### src/sv/lrs_pkg.sv
// shared types, constants and table functions of the logistic regression scorer
`timescale 1ns / 1ps
package lrs_pkg;

    // default sizes of the scorer
    localparam int NUM_FACTORS_DEF      = 8;
    localparam int MAX_LEVELS_DEF       = 5;
    localparam int SIGMOID_SEGMENTS_DEF = 32;

    // field and datapath widths
    localparam int FEAT_W  = 16;
    localparam int COEFF_W = 16;
    localparam int SCORE_W = 32;
    localparam int PROB_W  = 16;
    localparam int LEVEL_W = 3;
    localparam int ACC_W   = 38;
    localparam int DIFF_W  = 34;
    localparam int PADDR_W = 6;
    localparam int PDATA_W = 64;

    // logistic table covers [-8,8) in Q.16
    localparam logic signed [DIFF_W-1:0] HALF_RANGE = 34'sd524288;

    // register indexes (paddr[5:3])
    localparam logic [2:0] REG_BIAS       = 3'd0;
    localparam logic [2:0] REG_NUM_LEVELS = 3'd1;
    localparam logic [2:0] REG_MODE       = 3'd2;
    localparam logic [2:0] REG_COEFF_LO   = 3'd3;
    localparam logic [2:0] REG_COEFF_HI   = 3'd4;
    localparam logic [2:0] REG_CUTOFF     = 3'd5;

    // outcome modes
    localparam logic [1:0] MODE_SIGN    = 2'd0;
    localparam logic [1:0] MODE_BINARY  = 2'd1;
    localparam logic [1:0] MODE_ORDINAL = 2'd2;

    typedef struct packed {
        logic signed [FEAT_W-1:0] feature_0;
        logic signed [FEAT_W-1:0] feature_1;
        logic signed [FEAT_W-1:0] feature_2;
        logic signed [FEAT_W-1:0] feature_3;
        logic signed [FEAT_W-1:0] feature_4;
        logic signed [FEAT_W-1:0] feature_5;
        logic signed [FEAT_W-1:0] feature_6;
        logic signed [FEAT_W-1:0] feature_7;
        logic [PROB_W-1:0]        random_draw;
    } t_in;

    typedef struct packed {
        logic signed [SCORE_W-1:0] score;
        logic [PROB_W-1:0]         probability;
        logic [LEVEL_W-1:0]        outcome;
    } t_out;

    // what travels down the ordinal level chain
    typedef struct packed {
        logic signed [SCORE_W-1:0] score;
        logic [PROB_W-1:0]         prob;
        logic [PROB_W-1:0]         draw;
        logic                      found;
        logic [LEVEL_W-1:0]        level;
    } t_carry;

    // feature of a given index
    function automatic logic signed [FEAT_W-1:0] lrs_feature(input t_in d, input int idx);
        logic signed [FEAT_W-1:0] f;
        unique case (idx)
            0: f = d.feature_0;
            1: f = d.feature_1;
            2: f = d.feature_2;
            3: f = d.feature_3;
            4: f = d.feature_4;
            5: f = d.feature_5;
            6: f = d.feature_6;
            default: f = d.feature_7;
        endcase
        return f;
    endfunction

    // restoring divide, used only for elaboration-time table values
    function automatic logic [63:0] lrs_udiv(input logic [63:0] n, input logic [63:0] d);
        logic [63:0] rem;
        logic [63:0] quo;
        rem = '0;
        quo = '0;
        for (int i = 63; i >= 0; i--) begin
            rem = {rem[62:0], n[i]};
            if (rem >= d) begin
                rem    = rem - d;
                quo[i] = 1'b1;
            end
        end
        return quo;
    endfunction

    // logistic breakpoint k of a table with 2**seg_log2 segments, Q0.16
    function automatic logic [PROB_W-1:0] lrs_logistic(input int k, input int seg_log2);
        logic [63:0]        pos;
        logic signed [63:0] x;
        logic [63:0]        a;
        logic [63:0]        y;
        logic [63:0]        term;
        logic [63:0]        ey;
        logic [63:0]        r;
        logic [63:0]        den;
        logic [63:0]        q;
        pos = 64'(k) << (20 - seg_log2);
        x   = signed'(pos) - 64'sd524288;
        a   = (x < 0) ? 64'(-x) : 64'(x);
        y   = a << 10;
        term = 64'd1 << 30;
        ey   = 64'd1 << 30;
        for (int i = 1; i <= 15; i++) begin
            term = lrs_udiv((term * y) >> 30, 64'(i));
            ey   = ey + term;
        end
        r = lrs_udiv(64'd1 << 60, ey);
        for (int i = 0; i < 4; i++) begin
            r = (r * r) >> 30;
        end
        den = (64'd1 << 30) + r;
        if (x >= 0) begin
            q = lrs_udiv((64'd1 << 46) + (den >> 1), den);
        end else begin
            q = lrs_udiv((r << 16) + (den >> 1), den);
        end
        return (q > 64'd65535) ? 16'hFFFF : q[PROB_W-1:0];
    endfunction

endpackage

### src/sv/lrs_sigmoid.sv
// two-stage piecewise-linear logistic lookup
`timescale 1ns / 1ps
module lrs_sigmoid #(
    parameter int SEGMENTS = lrs_pkg::SIGMOID_SEGMENTS_DEF
) (
    input  logic                                i_clk,
    input  logic                                i_en,
    input  logic signed [lrs_pkg::DIFF_W-1:0]   i_v,
    output logic [lrs_pkg::PROB_W-1:0]          o_prob
);
    // segment count is a power of two, so segments are 2**SH wide in Q.16
    localparam int SEG_LOG2 = $clog2(SEGMENTS);
    localparam int SH       = 20 - SEG_LOG2;

    logic [lrs_pkg::PROB_W-1:0] w_lut [0:SEGMENTS];

    // constant breakpoint table
    for (genvar k = 0; k <= SEGMENTS; k++) begin : g_lut
        localparam logic [lrs_pkg::PROB_W-1:0] LUT_K = lrs_pkg::lrs_logistic(k, SEG_LOG2);
        assign w_lut[k] = LUT_K;
    end

    logic signed [lrs_pkg::DIFF_W-1:0] w_u;
    logic [SEG_LOG2:0]                 w_j;
    logic                              w_sat_lo;
    logic                              w_sat_hi;
    logic [lrs_pkg::PROB_W-1:0]        n_base;
    logic [lrs_pkg::PROB_W-1:0]        n_diff;
    logic [SH-1:0]                     n_off;
    logic [lrs_pkg::PROB_W-1:0]        r_base;
    logic [lrs_pkg::PROB_W-1:0]        r_diff;
    logic [SH-1:0]                     r_off;
    logic [lrs_pkg::PROB_W+SH-1:0]     w_prod;
    logic [lrs_pkg::PROB_W-1:0]        r_prob;

    // segment select and table read
    always_comb begin
        w_u      = i_v + lrs_pkg::HALF_RANGE;
        w_j      = {1'b0, w_u[19:SH]};
        w_sat_lo = (i_v <= -lrs_pkg::HALF_RANGE);
        w_sat_hi = (i_v >= lrs_pkg::HALF_RANGE);
        n_off    = w_u[SH-1:0];
        if (w_sat_lo) begin
            n_base = w_lut[0];
            n_diff = '0;
        end else if (w_sat_hi) begin
            n_base = w_lut[SEGMENTS];
            n_diff = '0;
        end else begin
            n_base = w_lut[w_j];
            n_diff = w_lut[w_j + 1'b1] - w_lut[w_j];
        end
    end

    always_ff @(posedge i_clk) begin
        if (i_en) begin
            r_base <= n_base;
            r_diff <= n_diff;
            r_off  <= n_off;
        end
    end

    // interpolation
    assign w_prod = (lrs_pkg::PROB_W + SH)'(r_diff) * (lrs_pkg::PROB_W + SH)'(r_off);

    always_ff @(posedge i_clk) begin
        if (i_en) begin
            r_prob <= r_base + w_prod[lrs_pkg::PROB_W+SH-1:SH];
        end
    end

    assign o_prob = r_prob;

endmodule

### src/sv/lrs_level_cell.sv
// one ordinal level cell: logistic of cutoff minus score against the draw
`timescale 1ns / 1ps
module lrs_level_cell #(
    parameter int SEGMENTS = lrs_pkg::SIGMOID_SEGMENTS_DEF,
    parameter int IDX      = 0
) (
    input  logic                                i_clk,
    input  logic                                i_rst_n,
    input  logic                                i_en,
    input  logic                                i_valid,
    input  lrs_pkg::t_carry                     i_carry,
    input  logic signed [lrs_pkg::FEAT_W-1:0]   i_cut,
    input  logic [lrs_pkg::LEVEL_W-1:0]         i_levels,
    output logic                                o_valid,
    output lrs_pkg::t_carry                     o_carry
);
    logic signed [lrs_pkg::DIFF_W-1:0] w_v;
    logic [lrs_pkg::PROB_W-1:0]        w_sig;
    logic                              r_v1;
    logic                              r_v2;
    lrs_pkg::t_carry                   r_c1;
    lrs_pkg::t_carry                   r_c2;
    logic                              w_active;

    // exact difference cutoff*256 - score
    assign w_v = (lrs_pkg::DIFF_W'(i_cut) <<< 8) - lrs_pkg::DIFF_W'(i_carry.score);

    lrs_sigmoid #(
        .SEGMENTS (SEGMENTS)
    ) u_sig (
        .i_clk  (i_clk),
        .i_en   (i_en),
        .i_v    (w_v),
        .o_prob (w_sig)
    );

    // carry delayed alongside the lookup
    always_ff @(posedge i_clk) begin
        if (!i_rst_n) begin
            r_v1 <= 1'b0;
            r_v2 <= 1'b0;
        end else if (i_en) begin
            r_v1 <= i_valid;
            r_v2 <= r_v1;
        end
    end

    always_ff @(posedge i_clk) begin
        if (i_en) begin
            r_c1 <= i_carry;
            r_c2 <= r_c1;
        end
    end

    // first level whose cumulative probability exceeds the draw
    assign w_active = (lrs_pkg::LEVEL_W'(IDX + 1) < i_levels);

    always_comb begin
        o_carry = r_c2;
        if (!r_c2.found && w_active && (r_c2.draw < w_sig)) begin
            o_carry.found = 1'b1;
            o_carry.level = lrs_pkg::LEVEL_W'(IDX);
        end
    end

    assign o_valid = r_v2;

endmodule

### config.mk
export PLATFORM = sky130hd
export DESIGN_NAME = lrs_level_cell
export DESIGN_NICKNAME = d
export VERILOG_FILES = /design/src/sv/lrs_pkg.sv /design/src/sv/lrs_sigmoid.sv /design/src/sv/lrs_level_cell.sv
export SDC_FILE = /design/constraint.sdc
export NUM_CORES = 1
export LEC_CHECK = 0
export ABC_AREA = 1
export BUFFER_PORTS_ARGS = -buffer_cell sky130_fd_sc_hd__buf_2
export CORE_MARGIN = 2
export CORE_UTILIZATION = 40
export DETAILED_ROUTE_END_ITERATION = 8
export PLACE_DENSITY = 0.56
export SYNTH_ARGS = -nofsm -noshare
export SYNTH_HDL_FRONTEND = slang
export SYNTH_HIERARCHICAL = 1
export SYNTH_SLANG_ARGS = --single-unit
### constraint.sdc
create_clock -name i_clk -period 6.7 [get_ports i_clk]
set_input_delay 0.67 -clock i_clk [delete_from_list [all_inputs] [get_ports i_clk]]
set_output_delay 0.67 -clock i_clk [all_outputs]
set_load 0.01 [all_outputs]
# Yosys cells after proc, flatten, opt, wreduce, memory -nomap -nowiden
# Memories as Yosys holds them, arrays and structs flattened.
# Index checks and enable logic that the tools add are counted.
# classes
n_addsub	5
multipliers	1
order_cmp	6
muxes	6
bitwise_logic	2
n_reduce_logical	4
# op_table
cell	n
2-to-1 mux 16 bit	5
>= comparator 33 x 21 -> 1 bit, second input constant	1
<= comparator 33 x 20 -> 1 bit, second input constant	1
subtractor 24 x 32 -> 33 bit	1
multiplier 16 x 15 -> 31 bit	1
adder 20 bit, second input constant	1
adder 16 bit	1
less-than comparator 16 bit	1
subtractor 16 bit	1
>= comparator 7 bit, second input constant	2
inverter 5 -> 7 bit	1
inverter 6 -> 7 bit	1
adder 5 x 1 -> 6 bit, second input constant	1
2-to-1 mux 4 bit	1
less-than comparator 1 x 3 -> 1 bit, first input constant	1
logical AND 1 bit	2
OR reduction 2 bit	1
logical NOT 1 bit	1
# word_totals
regBits	201
romBits	2048
input_bits	91
out_inout_bits	69
wordCells	43
memories	2
# mem_list
name	depth	width	read_ports	rd_ports_with_merged_regs	wr	line_no	rtl
(name not given)	64	16	1	0	0	lrs_sigmoid.sv:50	n_base = w_lut[w_j];
(name not given)	64	16	1	0	0	lrs_sigmoid.sv:51	n_diff = w_lut[w_j + 1'b1] - w_lut[w_j];

# Longest topological paths before layout
# logic_depth
depth_word	8
mapped_depth	37
depth_no_buf	35

# Modules after synthesis
# Netlist, hierarchy kept.
# modules_own_cells
module	n_inst	cells_each	area_each_um2	seq_area_each_um2
lrs_sigmoid	1	1846	13501.7	1891.8
lrs_level_cell	1	753	7445.9	4124.0

# Worst setup path after synthesis
# OpenSTA, ideal clock, no wires.
# synth_path
path_type	register to register
from	register u_sig.r_off[0]
to	register u_sig.r_prob, in the netlist u_sig/o_prob[12] (data pin)
arrival_time_ns	6.310
path_slack_ns	0.138
stages_incl_launch_ff	31
path_buffers	1
synth_period_minus_slack_ns	6.562
cell_sequence	edfxtp_1 -> clkbuf_1 -> nand2_1 -> inv_1 -> fa_1 -> inv_1 -> fa_1 -> inv_1 -> fa_1 -> inv_1 -> fa_1 -> inv_1 -> fa_1 -> inv_1 -> fa_1 -> inv_1 -> ha_1 -> nand2_1 -> o21a_1 -> o21ai_0 -> a21oi_1 -> xnor2_1 -> ha_1 -> fa_1 -> nand3_1 -> nand2_1 -> a21oi_1 -> o21bai_1 -> nand2_1 -> a21o_1 -> nand2_1
# synth_via
elab_chain_cells	2
# synth_rtl
item	line_no	rtl
start, declared	lrs_sigmoid.sv:32	logic [SH-1:0] r_off;
start signal, assigned	lrs_sigmoid.sv:59	r_off <= n_off;
multiplier 16 x 15 -> 31 bit	lrs_sigmoid.sv:64	assign w_prod = (lrs_pkg::PROB_W + SH)'(r_diff) * (lrs_pkg::PROB_W + SH)'(r_off);
adder 16 bit	lrs_sigmoid.sv:68	r_prob <= r_base + w_prod[lrs_pkg::PROB_W+SH-1:SH];
end signal, assigned	lrs_sigmoid.sv:68	
end, declared	lrs_sigmoid.sv:34	logic [lrs_pkg::PROB_W-1:0] r_prob;
# Every way passes these cells.
# A chain may end at the register's enable or synchronous reset.

# Worst setup path after layout
# layout_path
from	register u_sig.r_off[1]
to	register u_sig.r_prob, in the netlist u_sig/o_prob[15] (data pin)
# Same word-level chain as after synthesis.

==> results by group <==
Global route
  – First-pass GRT wire length: 88.04 mm
  – Total grt overflow: 0
  – Gr usage total: 20.49%
  – Vias in the first global route: 17.21k
  – Initial antenna violation count: 0
  – Largest net degree at the start of global routing: 110

Synth
  – Synth Instances: approximately 2.6k
  – Count of cell types in the netlist: 54
  – Asr flop ratio synth: 0%
  – Top post-synthesis cells by area: edfxtp_1, fa_1, nand2_1
  – Syn avg cell area: 8.060 sq um
  – Post-synthesis sequential area ratio: ~29%
  – Synth area leader: edfxtp_1
  – Dominant synthesized flop cell: edfxtp_1
  – Synthesis-stage register bit count: between 200 and 250
  – Cell Area, Synth: approximately 0.021 sq mm
  – Synth warn: 6
  – Post-synth top area share: between 20 and 30%
  – Net Count, Synth: ~3k
  – Post-synth EDFFs: 199

Worst setup path
  – CP Class: flip-flop to flip-flop
  – Worst R2R Start: u_sig/r_off[1]
  – CP startpoint kind: flip-flop
  – Worst R2R Path Depth: 35
  – Crit path DAT: ~6.9 ns
  – Worst path required time: 6.99 ns
  – Worst setup startpoint: u_sig/r_off[1]
  – Crit path max-delay cell type: fa_1
  – Crit path max fanout: 8
  – CP endpoint kind: flip-flop
  – R2r setup slk: 0.14 ns
  – Reg-to-Reg End: u_sig/o_prob[15]
  – Max stage delay on crit path: roughly 0.53 ns

Worst hold path
  – Hold Crit Endpoint: r_c1[23]
  – Hold depth: 1
  – Min-delay worst type: input pin to flip-flop
  – Hold path start: i_carry[23]

Detailed routing
  – Post-route ant nets: 0
  – First-iteration detailed-routing DRC count: a little over 1k
  – DRT Pass-1 Iters: 8
  – Detailed-route wire length per cell: ~16 microns
  – Detailed-route via count: about 17k
  – Via-per-instance ratio: about 4.8
  – Routed WL: approximately 55 mm
  – Drt drc: 0

Placement
  – IO Port Bufs: 158
  – Final GP Congestion: around 0.92
  – Worst slack at placement: -0.07612 ns
  – Placed wire-length estimate: between 40 and 50 mm

Final layout
  – # fillers: between 5k and 6k
  – Layout Nets: between 3k and 4k
  – Diodes inserted: 0
  – Area growth, synth to finish: 17.44%
  – Share of layout cells above drive strength 1: around 20%

Timing
  – RSZ-0062 raised after global routing: yes
  – Final setup fails: 0
  – Final hold slack: 0.2985 ns
  – Actual transition at the worst max-transition pin: 0.9371 ns
  – Hold Violations, Final: 0
  – Clock Skews: about 0.012 ns
  – Fmax: between 0.15 and 0.2 GHz
  – Crit path time final: between 6 and 7 ns
  – Slew HR: 37.53%
  – Final Slew Violations: 0
  – Period Utilization, post-route: 97.89%
  – Final worst slack: 0.1412 ns
  – Post-route setup TNS: 0 ns

Floorplanning
  – Starting utilization of the core area: between 40 and 50%
  – Die H: between 200 and 250 microns
  – # IOs: 160
  – Area of the core: roughly 0.052 sq mm
  – Die Wd: roughly 230 microns
  – FP Rows: 83
  – Die ar.: roughly 0.054 sq mm

CTS
  – # clock sinks: approximately 200
  – Max H-tree Level: 1
  – Worst-path clk slew: around 0.060 ns
  – Clock latency on the worst-skew pair: ~0.54 ns
  – Clk buf depth: 3
  – TritonCTS clock tree: done
  – Clock Tree Root: clkbuf_16
  – Cts bufs inserted: 24

Outcome
  – Status: complete, no violations

Job
  – Max-Cap Viols: 0
worst max-delay path: cells and delay by family (launching register included):
kind            cells  cell delay, ns
flops               1            0.48
fa+ha+maj           8            3.43
buf+inv            10            0.86
simple gates       15            1.26
compound gates      1            0.15
xor+xnor            1            0.14
per-layer routing:
metal / GRT usage [%] / routed length [microns] / vias to the layer above
li1: - / - / 8416
met1: 26.77 / 24160 / 8080
met2: 35.81 / 27060 / 370
met3: 2.071 / 2148 / 87
met4: 6.091 / 1676 / 0
met5: 0 / 0 / -
worst max path at each step:
stage                  endpoint  slack [ns]  cells past startpoint
2_1_floorplan  u_sig/o_prob[12]        0.14                     30
3_3_place_gp   u_sig/o_prob[12]       -0.07                     33
3_5_place_dp   u_sig/o_prob[12]       -0.08                     30
4_1_cts        u_sig/o_prob[15]       0.009                     31
5_1_grt        u_sig/o_prob[15]       -0.16                     35
6_report       u_sig/o_prob[15]        0.14                     35
placed cells by master, fill, tap and decap left out, types with 4 or more instances in the layout:
cell type / n
ha_4: 19
bufinv_16: 4
a21oi_2: 16
inv_1: 571
nor3_2: 7
buf_6: 14
edfxtp_1: 199
nand3_1: 92
o211ai_1: 15
a21oi_4: 4
or2_2: 4
xnor2_1: 10
ha_1: 157
nand2_2: 49
clkbuf_16: 24
a31oi_1: 6
nor3_1: 13
nor2_1: 134
nand4_1: 21
clkinv_2: 5
a21oi_1: 85
o221ai_1: 5
o21ai_1: 13
o21ai_0: 42
inv_2: 24
a21o_1: 11
o21ai_2: 5
nor2_4: 9
nand3_2: 13
buf_2: 157
xor2_1: 29
fa_1: 178
buf_4: 149
o21bai_1: 8
nor2_2: 21
nand2_1: 661
timing repair:
action | in CTS | in global routing
buffers inserted | 10 | 16
hold buffers | 0 | 0
gates resized for setup | 10 | 141
pin swaps | 4 | 49
endpoints found under the setup margin | 6 | 12
layout make-up:
class | instances | area [sq um] | share of cell area (%)
clock buffer | 26 | 618.1 | 2.512
clock inverter | 18 | 229.0 | 0.9307
inverter | 597 | 2243 | 9.119
multi-input combinational | 1670 | 12510 | 50.84
sequential | 201 | 6016 | 24.45
tap | 680 | 850.8 | 3.458
timing repair buffer | 324 | 2136 | 8.682
per-stage QoR:
step | cell area, sq um | util, % | instances
final | 24600 | 47.76 | 3516
after global routing | 24600 | 47.76 | 3516
after CTS | 23890 | 46.38 | 3500
after detailed placement | 22920 | 44.50 | 3446
after global placement | 22920 | 44.50 | 3446
after floorplan | 20950 | - | 2599
synth_stat cells, types with 5 or more instances:
| library cell | count |
|---|---|
| a21o_1 | 11 |
| a21oi_1 | 104 |
| a31oi_1 | 6 |
| buf_2 | 13 |
| buf_4 | 66 |
| clkbuf_1 | 50 |
| edfxtp_1 | 199 |
| fa_1 | 181 |
| ha_1 | 179 |
| inv_1 | 582 |
| inv_2 | 13 |
| nand2_1 | 688 |
| nand2_2 | 23 |
| nand3_1 | 98 |
| nand3_2 | 8 |
| nand4_1 | 21 |
| nor2_1 | 148 |
| nor2_2 | 8 |
| nor2_4 | 8 |
| nor3_1 | 18 |
| o211ai_1 | 15 |
| o21ai_0 | 51 |
| o21ai_1 | 8 |
| o21bai_1 | 9 |
| o221ai_1 | 5 |
| xnor2_1 | 11 |
| xor2_1 | 30 |
cells by family (layout without fill, tap and decap cells):
| logic type | count (synthesis) | in the layout | synth area share, % |
|---|---|---|---|
| fa+ha+maj | 360 | 360 | 27.99 |
| xor+xnor | 41 | 41 | 1.714 |
| flops | 201 | 201 | 28.72 |
| buf+inv | 728 | 965 | 14.35 |
| compound gates | 227 | 227 | 6.224 |
| simple gates | 1042 | 1042 | 21.00 |
state kept, by name, indices dropped and copies added, names as in the netlist:
| signal | cells |
|---|---|
| r_c1 | 68 |
| u_sig/r_off | 15 |
| o_carry | 64 |
| u_sig/r_base | 16 |
| u_sig/r_diff | 16 |
| r_c2 | 4 |
| o_valid | 1 |
| u_sig/o_prob | 16 |
| r_v1 | 1 |
Power is left out: the tool's default activity adds up to more than one toggle a clock period on the data nets, which glitch-free logic cannot reach.
