File: src/sv/lrs_pkg.sv
// shared types, constants and table functions of the logistic regression scorer
`timescale 1ns / 1ps
package lrs_pkg;

    // default sizes of the scorer
    localparam int NUM_FACTORS_DEF      = 8;
    localparam int MAX_LEVELS_DEF       = 5;
    localparam int SIGMOID_SEGMENTS_DEF = 32;

    // field and datapath widths
    localparam int FEAT_W  = 16;
    localparam int COEFF_W = 16;
    localparam int SCORE_W = 32;
    localparam int PROB_W  = 16;
    localparam int LEVEL_W = 3;
    localparam int ACC_W   = 38;
    localparam int DIFF_W  = 34;
    localparam int PADDR_W = 6;
    localparam int PDATA_W = 64;

    // logistic table covers [-8,8) in Q.16
    localparam logic signed [DIFF_W-1:0] HALF_RANGE = 34'sd524288;

    // register indexes (paddr[5:3])
    localparam logic [2:0] REG_BIAS       = 3'd0;
    localparam logic [2:0] REG_NUM_LEVELS = 3'd1;
    localparam logic [2:0] REG_MODE       = 3'd2;
    localparam logic [2:0] REG_COEFF_LO   = 3'd3;
    localparam logic [2:0] REG_COEFF_HI   = 3'd4;
    localparam logic [2:0] REG_CUTOFF     = 3'd5;

    // outcome modes
    localparam logic [1:0] MODE_SIGN    = 2'd0;
    localparam logic [1:0] MODE_BINARY  = 2'd1;
    localparam logic [1:0] MODE_ORDINAL = 2'd2;

    typedef struct packed {
        logic signed [FEAT_W-1:0] feature_0;
        logic signed [FEAT_W-1:0] feature_1;
        logic signed [FEAT_W-1:0] feature_2;
        logic signed [FEAT_W-1:0] feature_3;
        logic signed [FEAT_W-1:0] feature_4;
        logic signed [FEAT_W-1:0] feature_5;
        logic signed [FEAT_W-1:0] feature_6;
        logic signed [FEAT_W-1:0] feature_7;
        logic [PROB_W-1:0]        random_draw;
    } t_in;

    typedef struct packed {
        logic signed [SCORE_W-1:0] score;
        logic [PROB_W-1:0]         probability;
        logic [LEVEL_W-1:0]        outcome;
    } t_out;

    // what travels down the ordinal level chain
    typedef struct packed {
        logic signed [SCORE_W-1:0] score;
        logic [PROB_W-1:0]         prob;
        logic [PROB_W-1:0]         draw;
        logic                      found;
        logic [LEVEL_W-1:0]        level;
    } t_carry;

    // feature of a given index
    function automatic logic signed [FEAT_W-1:0] lrs_feature(input t_in d, input int idx);
        logic signed [FEAT_W-1:0] f;
        unique case (idx)
            0: f = d.feature_0;
            1: f = d.feature_1;
            2: f = d.feature_2;
            3: f = d.feature_3;
            4: f = d.feature_4;
            5: f = d.feature_5;
            6: f = d.feature_6;
            default: f = d.feature_7;
        endcase
        return f;
    endfunction

    // restoring divide, used only for elaboration-time table values
    function automatic logic [63:0] lrs_udiv(input logic [63:0] n, input logic [63:0] d);
        logic [63:0] rem;
        logic [63:0] quo;
        rem = '0;
        quo = '0;
        for (int i = 63; i >= 0; i--) begin
            rem = {rem[62:0], n[i]};
            if (rem >= d) begin
                rem    = rem - d;
                quo[i] = 1'b1;
            end
        end
        return quo;
    endfunction

    // logistic breakpoint k of a table with 2**seg_log2 segments, Q0.16
    function automatic logic [PROB_W-1:0] lrs_logistic(input int k, input int seg_log2);
        logic [63:0]        pos;
        logic signed [63:0] x;
        logic [63:0]        a;
        logic [63:0]        y;
        logic [63:0]        term;
        logic [63:0]        ey;
        logic [63:0]        r;
        logic [63:0]        den;
        logic [63:0]        q;
        pos = 64'(k) << (20 - seg_log2);
        x   = signed'(pos) - 64'sd524288;
        a   = (x < 0) ? 64'(-x) : 64'(x);
        y   = a << 10;
        term = 64'd1 << 30;
        ey   = 64'd1 << 30;
        for (int i = 1; i <= 15; i++) begin
            term = lrs_udiv((term * y) >> 30, 64'(i));
            ey   = ey + term;
        end
        r = lrs_udiv(64'd1 << 60, ey);
        for (int i = 0; i < 4; i++) begin
            r = (r * r) >> 30;
        end
        den = (64'd1 << 30) + r;
        if (x >= 0) begin
            q = lrs_udiv((64'd1 << 46) + (den >> 1), den);
        end else begin
            q = lrs_udiv((r << 16) + (den >> 1), den);
        end
        return (q > 64'd65535) ? 16'hFFFF : q[PROB_W-1:0];
    endfunction

endpackage

File: src/sv/lrs_sigmoid.sv
// two-stage piecewise-linear logistic lookup
`timescale 1ns / 1ps
module lrs_sigmoid #(
    parameter int SEGMENTS = lrs_pkg::SIGMOID_SEGMENTS_DEF
) (
    input  logic                                i_clk,
    input  logic                                i_en,
    input  logic signed [lrs_pkg::DIFF_W-1:0]   i_v,
    output logic [lrs_pkg::PROB_W-1:0]          o_prob
);
    // segment count is a power of two, so segments are 2**SH wide in Q.16
    localparam int SEG_LOG2 = $clog2(SEGMENTS);
    localparam int SH       = 20 - SEG_LOG2;

    logic [lrs_pkg::PROB_W-1:0] w_lut [0:SEGMENTS];

    // constant breakpoint table
    for (genvar k = 0; k <= SEGMENTS; k++) begin : g_lut
        localparam logic [lrs_pkg::PROB_W-1:0] LUT_K = lrs_pkg::lrs_logistic(k, SEG_LOG2);
        assign w_lut[k] = LUT_K;
    end

    logic signed [lrs_pkg::DIFF_W-1:0] w_u;
    logic [SEG_LOG2:0]                 w_j;
    logic                              w_sat_lo;
    logic                              w_sat_hi;
    logic [lrs_pkg::PROB_W-1:0]        n_base;
    logic [lrs_pkg::PROB_W-1:0]        n_diff;
    logic [SH-1:0]                     n_off;
    logic [lrs_pkg::PROB_W-1:0]        r_base;
    logic [lrs_pkg::PROB_W-1:0]        r_diff;
    logic [SH-1:0]                     r_off;
    logic [lrs_pkg::PROB_W+SH-1:0]     w_prod;
    logic [lrs_pkg::PROB_W-1:0]        r_prob;

    // segment select and table read
    always_comb begin
        w_u      = i_v + lrs_pkg::HALF_RANGE;
        w_j      = {1'b0, w_u[19:SH]};
        w_sat_lo = (i_v <= -lrs_pkg::HALF_RANGE);
        w_sat_hi = (i_v >= lrs_pkg::HALF_RANGE);
        n_off    = w_u[SH-1:0];
        if (w_sat_lo) begin
            n_base = w_lut[0];
            n_diff = '0;
        end else if (w_sat_hi) begin
            n_base = w_lut[SEGMENTS];
            n_diff = '0;
        end else begin
            n_base = w_lut[w_j];
            n_diff = w_lut[w_j + 1'b1] - w_lut[w_j];
        end
    end

    always_ff @(posedge i_clk) begin
        if (i_en) begin
            r_base <= n_base;
            r_diff <= n_diff;
            r_off  <= n_off;
        end
    end

    // interpolation
    assign w_prod = (lrs_pkg::PROB_W + SH)'(r_diff) * (lrs_pkg::PROB_W + SH)'(r_off);

    always_ff @(posedge i_clk) begin
        if (i_en) begin
            r_prob <= r_base + w_prod[lrs_pkg::PROB_W+SH-1:SH];
        end
    end

    assign o_prob = r_prob;

endmodule

File: config.mk
export PLATFORM = sky130hd
export DESIGN_NAME = lrs_sigmoid
export DESIGN_NICKNAME = d
export VERILOG_FILES = /design/src/sv/lrs_pkg.sv /design/src/sv/lrs_sigmoid.sv
export SDC_FILE = /design/constraint.sdc
export NUM_CORES = 1
export LEC_CHECK = 0
export ABC_AREA = 0
export BUFFER_PORTS_ARGS = -buffer_cell sky130_fd_sc_hd__buf_4
export CORE_MARGIN = 2
export CORE_UTILIZATION = 57
export CTS_CLUSTER_DIAMETER = 30
export DETAILED_ROUTE_END_ITERATION = 12
export PLACE_DENSITY_LB_ADDON = 0.3
export SYNTH_ARGS = -nofsm -noshare
export SYNTH_HDL_FRONTEND = slang
export SYNTH_SLANG_ARGS = --single-unit
File: constraint.sdc
create_clock -name i_clk -period 9.05 [get_ports i_clk]
set_input_delay 1.81 -clock i_clk [delete_from_list [all_inputs] [get_ports i_clk]]
set_output_delay 1.81 -clock i_clk [all_outputs]
set_load 0.02 [all_outputs]
---- Yosys cells after proc, flatten, opt, wreduce, memory -nomap -nowiden ----
Memory sizes are Yosys's and may differ from the RTL's.
Cells that the tools add are included.
cells by class
  multiplexer cells ....................... 5
  $mul .................................... 1
  reduce and logical (&&, ||, !) cells .... 1
  $lt $le $gt $ge ......................... 4
  bitwise gates (word level) .............. 2
  $add $sub $neg .......................... 4
operator list
  operator                                                              count
  2-to-1 mux 16 bit                                                     5
  greater-or-equal comparator 34 x 21 -> 1 bit (second input constant)  1
  less-or-equal comparator 34 x 20 -> 1 bit (second input constant)     1
  multiplier 16 x 15 -> 31 bit                                          1
  adder 20 bit (second input constant)                                  1
  adder 16 bit                                                          1
  subtractor 16 bit                                                     1
  greater-or-equal comparator 7 bit (second input constant)             2
  NOT 5 -> 7 bit                                                        1
  NOT 6 -> 7 bit                                                        1
  adder 5 x 1 -> 6 bit (second input constant)                          1
  OR reduction 2 bit                                                    1
word-level totals
  register bits after elaboration ......... 63
  word-level logic and storage cells ...... 24
  memory bits (read-only) ................. 2048
  output and inout bits ................... 16
  memories kept ........................... 2
memories
  memory            words  bits a word  read ports  clocked after Yosys merged registers in  wr ports  RTL line           RTL
  (name not given)  64     16           1           0                                        0         lrs_sigmoid.sv:51  n_diff = w_lut[w_j + 1'b1] - w_lut[w_j];
  (name not given)  64     16           1           0                                        0         lrs_sigmoid.sv:51

---- Longest topological paths before layout ----
Gate-level depths: netlist of the first run.
  depth in word-level cells ............... 7
  mapped depth ............................ 32
  depth with buffers taken out ............ 31

---- Worst setup path after synthesis of the first run ----
No wires, ideal clock.
  path type ............................... flip-flop to flip-flop
  from .................................... register r_off[0]
  to ...................................... register r_prob (netlist bit o_prob[15]), data pin
  required time ........................... 8.785 ns
  stages on the path, launching flop included .. 33
  setup slack ............................. 1.627 ns
  arrival time ............................ 7.158 ns
  library setup time ...................... 0.265 ns
  cell sequence ........................... edfxtp_1 -> clkbuf_1 -> and2_1 -> fa_1 -> inv_1 -> fa_1 -> inv_1 -> fa_1 -> inv_1 -> fa_1 -> inv_1 -> fa_1 -> inv_1 -> fa_1 -> inv_1 -> ha_1 -> o21ai_0 -> nor2_1 -> o21a_1 -> o311ai_1 -> and2_1 -> nor2b_1 -> o21ai_0 -> o31a_1 -> ha_1 -> o21ai_0 -> o21bai_1 -> a21oi_1 -> o21ai_0 -> or3_1 -> a31oi_1 -> o21ai_0 -> xor2_1
between the ends
  cells in the longest elaborated chain, start to end .. 2
ends and longest elaborated chain
  item                          RTL line           RTL
  start, declared               lrs_sigmoid.sv:32  logic [SH-1:0] r_off;
  start signal, assigned        lrs_sigmoid.sv:59  r_off <= n_off;
  multiplier 16 x 15 -> 31 bit  lrs_sigmoid.sv:64  assign w_prod = (lrs_pkg::PROB_W + SH)'(r_diff) * (lrs_pkg::PROB_W + SH)'(r_off);
  adder 16 bit                  lrs_sigmoid.sv:68  r_prob <= r_base + w_prod[lrs_pkg::PROB_W+SH-1:SH];
  end signal, assigned          lrs_sigmoid.sv:68
  end, declared                 lrs_sigmoid.sv:34  logic [lrs_pkg::PROB_W-1:0] r_prob;
Every way passes these cells.
A chain may end at the register's enable or synchronous reset.

---- Worst setup path in the final report of the first run ----
  from .................................... register r_diff[10] in the netlist's numbering
  to ...................................... register r_prob (netlist bit o_prob[15]), data pin
between the ends
  cells in the longest elaborated chain, start to end .. 2
ends and longest elaborated chain
  item                          RTL line           RTL
  start, declared               lrs_sigmoid.sv:31  logic [lrs_pkg::PROB_W-1:0] r_diff;
  start signal, assigned        lrs_sigmoid.sv:58  r_diff <= n_diff;
  multiplier 16 x 15 -> 31 bit  lrs_sigmoid.sv:64
  adder 16 bit                  lrs_sigmoid.sv:68
Every way passes these cells.

==> summary.md, run 1 <==
| Metric | Value |
|---|---|
| Number of H-tree levels | `3` |
| Total routed wirelength | `between 20000 and 30000 um` |
| Clk slew on worst S/H paths | `60 ps` |
| Highest net fanout along the worst path | `15` |
| WL per Instance | `between 15 and 20 um` |
| Data required time of the critical path | `9130 ps` |
| I/O Buffers | `51` |
| R2r setup slk | `700 ps` |
| Gr usage total | `between 20% and 30%` |
| Dominant cell type by area after synthesis | `sky130_fd_sc_hd__fa_1` |
| Clock sink total | `63` |
| Final GP Congestion | `0.8941` |
| Vias per std cell | `around 5.7` |
| Die outline height | `151.1 um` |
| Category of the critical setup timing path | `flip-flop to flip-flop` |
| Wire length of the first global-routing pass | `48220 um` |
| Number of primary I/O pins | `52` |
| Maxcap violations | `0` |
| Number of design rule violations left after detail routing | `0` |
| Layout Nets | `~1700` |
| Transition at the pin with the smallest max-transition slack | `1111 ps` |
| Full die area | `0.02282 mm2` |
| Layout-stage area growth over the synthesis result | `6.822%` |
| Antenna violations before repair | `0` |
| Synth Net Count | `roughly 1700` |
| FF-to-FF End | `o_prob[15]` |
| Insertion delay to the later sink of the worst-skew pair | `approximately 340 ps` |
| Number of standard cells after synthesis | `around 1400` |
| Critical Path Sink | `o_prob[15]` |
| Yosys reg bits | `63` |
| CTS root buffer | `sky130_fd_sc_hd__clkbuf_16` |
| Maximum number of pins on one net before global-route repair | `64` |
| Post-CTS repair timing setup buffer count | `0` |
| Netlist area before placement | `0.01233 mm2` |
| Cts-stage hold buffer count | `0` |
| Final worst path period need | `between 8000 and 9000 ps` |
| Fraction of final layout cells sized beyond drive strength 1 | `5.925%` |
| Setup violations, final | `0` |
| Die W | `151.1 um` |
| Warnings from Yosys | `0` |
| TritonCTS clock tree | `built` |
| Longest Clk Path Bufs | `2` |
| Row count | `53` |
| Worst max-slew margin expressed relative to the limit | `25.37%` |
| Worst path max stage delay | `610 ps` |
| Leading cell types by count after synthesis | `sky130_fd_sc_hd__inv_1, sky130_fd_sc_hd__fa_1, sky130_fd_sc_hd__nand2_1` |
| HPWL reported at the end of detailed placement | `22720 um` |
| Number of flops mapped to enable cells by yosys | `63` |
| Stages on worst setup path | `31` |
| Top cells by area, synth | `sky130_fd_sc_hd__fa_1, sky130_fd_sc_hd__edfxtp_1, sky130_fd_sc_hd__ha_1, sky130_fd_sc_hd__inv_1, sky130_fd_sc_hd__and2_1` |
| Crit end category | `flip-flop` |
| Detailed Route Iter0 Violations | `660` |
| Worst Path Arrival | `8430 ps` |
| Post-cts resize count | `0` |
| Setup TNS | `0 ps` |
| Number of cells traversed by the worst register-to-register path | `31` |
| Buffers and inverters on the worst path | `6` |
| Syn_area_per_cell | `roughly 9 um2` |
| Primary FF master, synth | `sky130_fd_sc_hd__edfxtp_1` |
| CP delay by family, top | `adder cells` |
| Share of the yosys chip area belonging to registers | `15.35%` |
| Achievable frequency | `~120 MHz` |
| Worst clock skew | `12.43 ps` |
| Residual overflow from global routing | `0` |
| Final slew viol count | `0` |
| Number of buffers inserted during clock tree synthesis | `9` |
| Via count of the first global-routing pass | `9672` |
| Final antenna diode count | `0` |
| Share of Yosys cell area claimed by the top area cell type | `29.40%` |
| Cell type of the slowest stage on the worst timing path | `sky130_fd_sc_hd__edfxtp_1` |
| Startpoint of the most critical register-to-register path | `r_diff[10]` |
| Unrepaired setup endpoints after global routing | `false` |
| Proportion of synthesized flip-flops having asynchronous set or reset | `0%` |
| Number of hold violations in the final report | `0` |
| Vias post-DR | `around 9400` |
| Initial Util | `between 50% and 60%` |
| Core Area | `0.02115 mm2` |
| 1st-pass router iterations | `5` |
| Synth cell types | `58` |
| HP Class | `flip-flop to flip-flop` |
| CP Launch Point | `r_diff[10]` |
| Period Utilization, post-route | `between 90% and 100%` |
| CP Launch Type | `flip-flop` |
| Number of nets still failing antenna checks after routing | `0` |
| Most frequent cell after synthesis | `sky130_fd_sc_hd__inv_1` |
| Run status | `finished clean` |
kinds of logic (layout without fill, tap and decap cells):
| family | after synthesis | after routing | synth area share, % |
|---|---|---|---|
| mux | 5 | 5 | 0.6192 |
| flops | 63 | 63 | 15.35 |
| buf+inv | 290 | 298 | 8.882 |
| fa+ha+maj | 320 | 320 | 43.51 |
| simple gates | 424 | 424 | 16.89 |
| xor+xnor | 48 | 48 | 3.411 |
| compound gates | 226 | 226 | 11.34 |
flip-flops by register name, summed over array words and instances, names as in the netlist:
signal  count
o_prob     16
r_base     16
r_diff     16
r_off      15
cell usage in the layout (no fill, tap or decap), types with 9 or more instances in the layout:
cell type | synthesis | final
sky130_fd_sc_hd__inv_1 | 225 | 225
sky130_fd_sc_hd__clkbuf_16 | 0 | 9
sky130_fd_sc_hd__fa_1 | 181 | 181
sky130_fd_sc_hd__and2_1 | 133 | 133
sky130_fd_sc_hd__a21o_1 | 21 | 21
sky130_fd_sc_hd__buf_4 | 0 | 58
sky130_fd_sc_hd__a211oi_1 | 10 | 10
sky130_fd_sc_hd__nor2_1 | 63 | 63
sky130_fd_sc_hd__nand3_1 | 16 | 16
sky130_fd_sc_hd__a21oi_1 | 72 | 72
sky130_fd_sc_hd__o21ai_0 | 53 | 53
sky130_fd_sc_hd__nand2_1 | 160 | 160
sky130_fd_sc_hd__ha_1 | 139 | 139
sky130_fd_sc_hd__xor2_1 | 17 | 17
sky130_fd_sc_hd__xnor2_1 | 31 | 31
sky130_fd_sc_hd__edfxtp_1 | 63 | 63
sky130_fd_sc_hd__a31oi_1 | 13 | 13
final cells by class:
class                   count  area, um2
clock inverters             6      86.33
well taps                 275      344.1
clock buffers               9      225.2
multi-input cells        1023       9339
inverters                 225      844.6
flip-flops and latches     63       1892
repair buffers             58      435.4
fillers                  1782       7988
worst min-delay path by stage:
stage	start	slack (ps)	cells after the start	end
finish	r_base[0]	620	1	o_prob[0]
CTS	r_base[0]	620	1	o_prob[0]
floorplan	r_base[0]	530	1	o_prob[0]
global route	r_base[0]	640	1	o_prob[0]
detailed placement	r_base[0]	590	1	o_prob[0]
global placement	r_base[0]	600	1	o_prob[0]
metrics by stage:
step	setup WS, ps	cells	cell area (um2)	utilization (%)	hold WS, ps
floorplan	1627	1376	12330	-	525.7
global placement	991.2	1644	12850	60.77	601.0
detailed placement	759.1	1644	12850	60.77	587.9
CTS	742.6	1659	13170	62.24	616.2
global route	184.4	1659	13170	62.24	642.7
finish	700.6	1659	13170	62.24	617.7
layer usage:
layer,vias up,share of wire [%],global-route usage (%)
met2,327,47,44.41
met1,4608,44,37.56
met4,0,2.3,8.364
met5,-,0,0
li1,4446,-,-
met3,56,6.0,4.398
Power of run 1 is not shown: default switching activity piles up to over one toggle a cycle in this logic, so the estimate is an artifact.
==> run 2, diff against run 1 <==
SLEW_MARGIN = 20   (was not set)
clock period = 9.24 ns   (was 9.05 ns; I/O delays follow)
==> run 2 against run 1 <==
Against the previous run: sequential share of layout area is essentially flat; first-iteration DRC count shrank 1.5%; die area is the same; flip-flop and latch count is the same; worst hold slack gained 8.9 ps; wire length shrank 0.79%; fmax grew 0.27%; clock skew shrank 3.5 ps; clock-buffer cell count grew 1; register-to-register slack gained 210 ps; non-clock buffer count shrank 1; critical endpoint unchanged; largest cell class unchanged.
==> summary.md, run 2 (synthesis gave the netlist of run 1 again) <==
| Metric | Value |
|---|---|
| Row count | `53` |
| Multi-input combinational cell area | `roughly 0.0093 mm2` |
| Gr usage total | `27.04%` |
| Post-route standard cell area excluding fillers | `0.01317 mm2` |
| Clk slew on worst S/H paths | `about 60 ps` |
| Full die area | `0.02282 mm2` |
| Category of the critical setup timing path | `flip-flop to flip-flop` |
| CP Launch Type | `flip-flop` |
| Final worst path period need | `8327 ps` |
| R2r setup slk | `910 ps` |
| Leading cell type in the layout, fill and taps excluded | `sky130_fd_sc_hd__inv_1` |
| TritonCTS clock tree | `built` |
| Core Area | `about 0.021 mm2` |
| Setup TNS | `0 ps` |
| Run status | `finished clean` |
| Insertion delay to the later sink of the worst-skew pair | `340 ps` |
| Crit end category | `flip-flop` |
| Cts-stage hold buffer count | `0` |
| Layout fillers | `1811` |
| Vias post-DR | `9419` |
| Worst path max stage delay | `around 590 ps` |
| FF-to-FF End | `o_prob[15]` |
| Vias per std cell | `approximately 5.7` |
| Worst Path Arrival | `8410 ps` |
| HP Class | `flip-flop to flip-flop` |
| Top library cells by usage in the layout, fill and taps aside | `sky130_fd_sc_hd__inv_1, sky130_fd_sc_hd__fa_1, sky130_fd_sc_hd__nand2_1` |
| Final slew viol count | `0` |
| Min-Delay Endpoint | `o_prob[0]` |
| I/O Buffers | `roughly 50` |
| Layout Nets | `1735` |
| Worst max-slew margin expressed relative to the limit | `between 30% and 40%` |
| DP Area | `approximately 0.013 mm2` |
| Number of cells traversed by the worst register-to-register path | `30` |
| 1st-pass router iterations | `5` |
| Fraction of final layout cells sized beyond drive strength 1 | `about 5.9%` |
| Number of design rule violations left after detail routing | `0` |
| Transition at the pin with the smallest max-transition slack | `1033 ps` |
| Achievable frequency | `approximately 120 MHz` |
| Die W | `about 150 um` |
| Total routed wirelength | `28710 um` |
| Detailed Route Iter0 Violations | `650` |
| Residual overflow from global routing | `0` |
| CTS root buffer | `sky130_fd_sc_hd__clkbuf_16` |
| Wire length of the first global-routing pass | `48180 um` |
| Register area | `roughly 0.0019 mm2` |
| HPWL reported at the end of detailed placement | `around 23000 um` |
| Via count of the first global-routing pass | `9378` |
| Hold Path Depth | `1` |
| Post-cts resize count | `0` |
| Number of hold violations in the final report | `0` |
| Number of primary I/O pins | `52` |
| Post-CTS repair timing setup buffer count | `0` |
| Layout-stage area growth over the synthesis result | `6.842%` |
| WL per Instance | `approximately 17 um` |
| Longest Clk Path Bufs | `2` |
| Data required time of the critical path | `9320 ps` |
| Setup violations, final | `0` |
| Number of H-tree levels | `3` |
| Final antenna diode count | `0` |
| Number of buffers inserted during clock tree synthesis | `9` |
| CP Launch Point | `r_diff[10]` |
| Worst clock skew | `between 8 and 9 ps` |
| Clock sink total | `63` |
| Antenna violations before repair | `0` |
| Die outline height | `151.1 um` |
| Highest net fanout along the worst path | `15` |
| Unrepaired setup endpoints after global routing | `false` |
| Maxcap violations | `0` |
| Startpoint of the most critical register-to-register path | `r_diff[10]` |
| Final GP Congestion | `0.8971` |
| Startpoint of the tightest hold check path | `r_base[0]` |
| Initial Util | `58.27%` |
| Number of nets still failing antenna checks after routing | `0` |
| Cell type of the slowest stage on the worst timing path | `sky130_fd_sc_hd__edfxtp_1` |
| Maximum number of pins on one net before global-route repair | `between 60 and 70` |
| Period Utilization, post-route | `90.12%` |
[run 2: cell count changes in the layout (fill, tap and decap cells not counted)]
cell                       delta
sky130_fd_sc_hd__buf_4        -1
sky130_fd_sc_hd__clkbuf_1     +1
sky130_fd_sc_hd__clkinv_1     +1
sky130_fd_sc_hd__clkinv_2     -1
sky130_fd_sc_hd__xnor2_1      -1
sky130_fd_sc_hd__xnor2_2      +1
[run 2: worst max-delay path by stage]
| stage | to | slack [ps] | depth (start not counted) |
|---|---|---|---|
| floorplan | o_prob[15] | 1820 | 32 |
| global placement | o_prob[15] | 1190 | 31 |
| detailed placement | o_prob[15] | 980 | 31 |
| CTS | o_prob[15] | 970 | 31 |
| global route | o_prob[15] | 290 | 30 |
| finish | o_prob[15] | 910 | 30 |
[run 2: worst max-delay path, delay by kind of cell (launching register included)]
family | cells | cell delay (ps)
AOI/OAI and AO/OA | 10 | 2250
buffers and inverters | 6 | 320
DFF | 1 | 590
and+or+nand+nor | 4 | 940
xor gates and xnor gates | 2 | 370
adders and majority gates | 8 | 3600
[run 2: per-stage QoR]
step           std cells  worst slack (ps)  utilization, %  hold WS [ps]
2_1_floorplan       1376              1817               -         525.7
3_3_place_gp        1643              1189           60.73         600.8
3_5_place_dp        1643             978.5           60.73         602.2
4_1_cts             1659             974.7           62.22         621.0
5_1_grt             1659             289.5           62.25         647.6
6_report            1659             913.0           62.25         626.6
[run 2: layout make-up]
cell class,count,area share (%)
Multi-Input combinational cell,1023,70.97
Sequential cell,63,14.37
Inverter,225,6.413
Timing Repair Buffer,57,3.249
Tap cell,275,2.613
Clock buffer,10,1.739
Clock inverter,6,0.6461
[run 2: per-layer routing]
layer,vias up,part of all wire [%],wire [um],global-route usage (%)
met5,-,0,0,0
met4,0,1.9,536,6.636
met3,42,6.0,1711,3.042
met2,330,47,13580,43.45
met1,4600,45,12880,39.52
li1,4447,-,-,-
Power of run 2 is left out for the same reason.
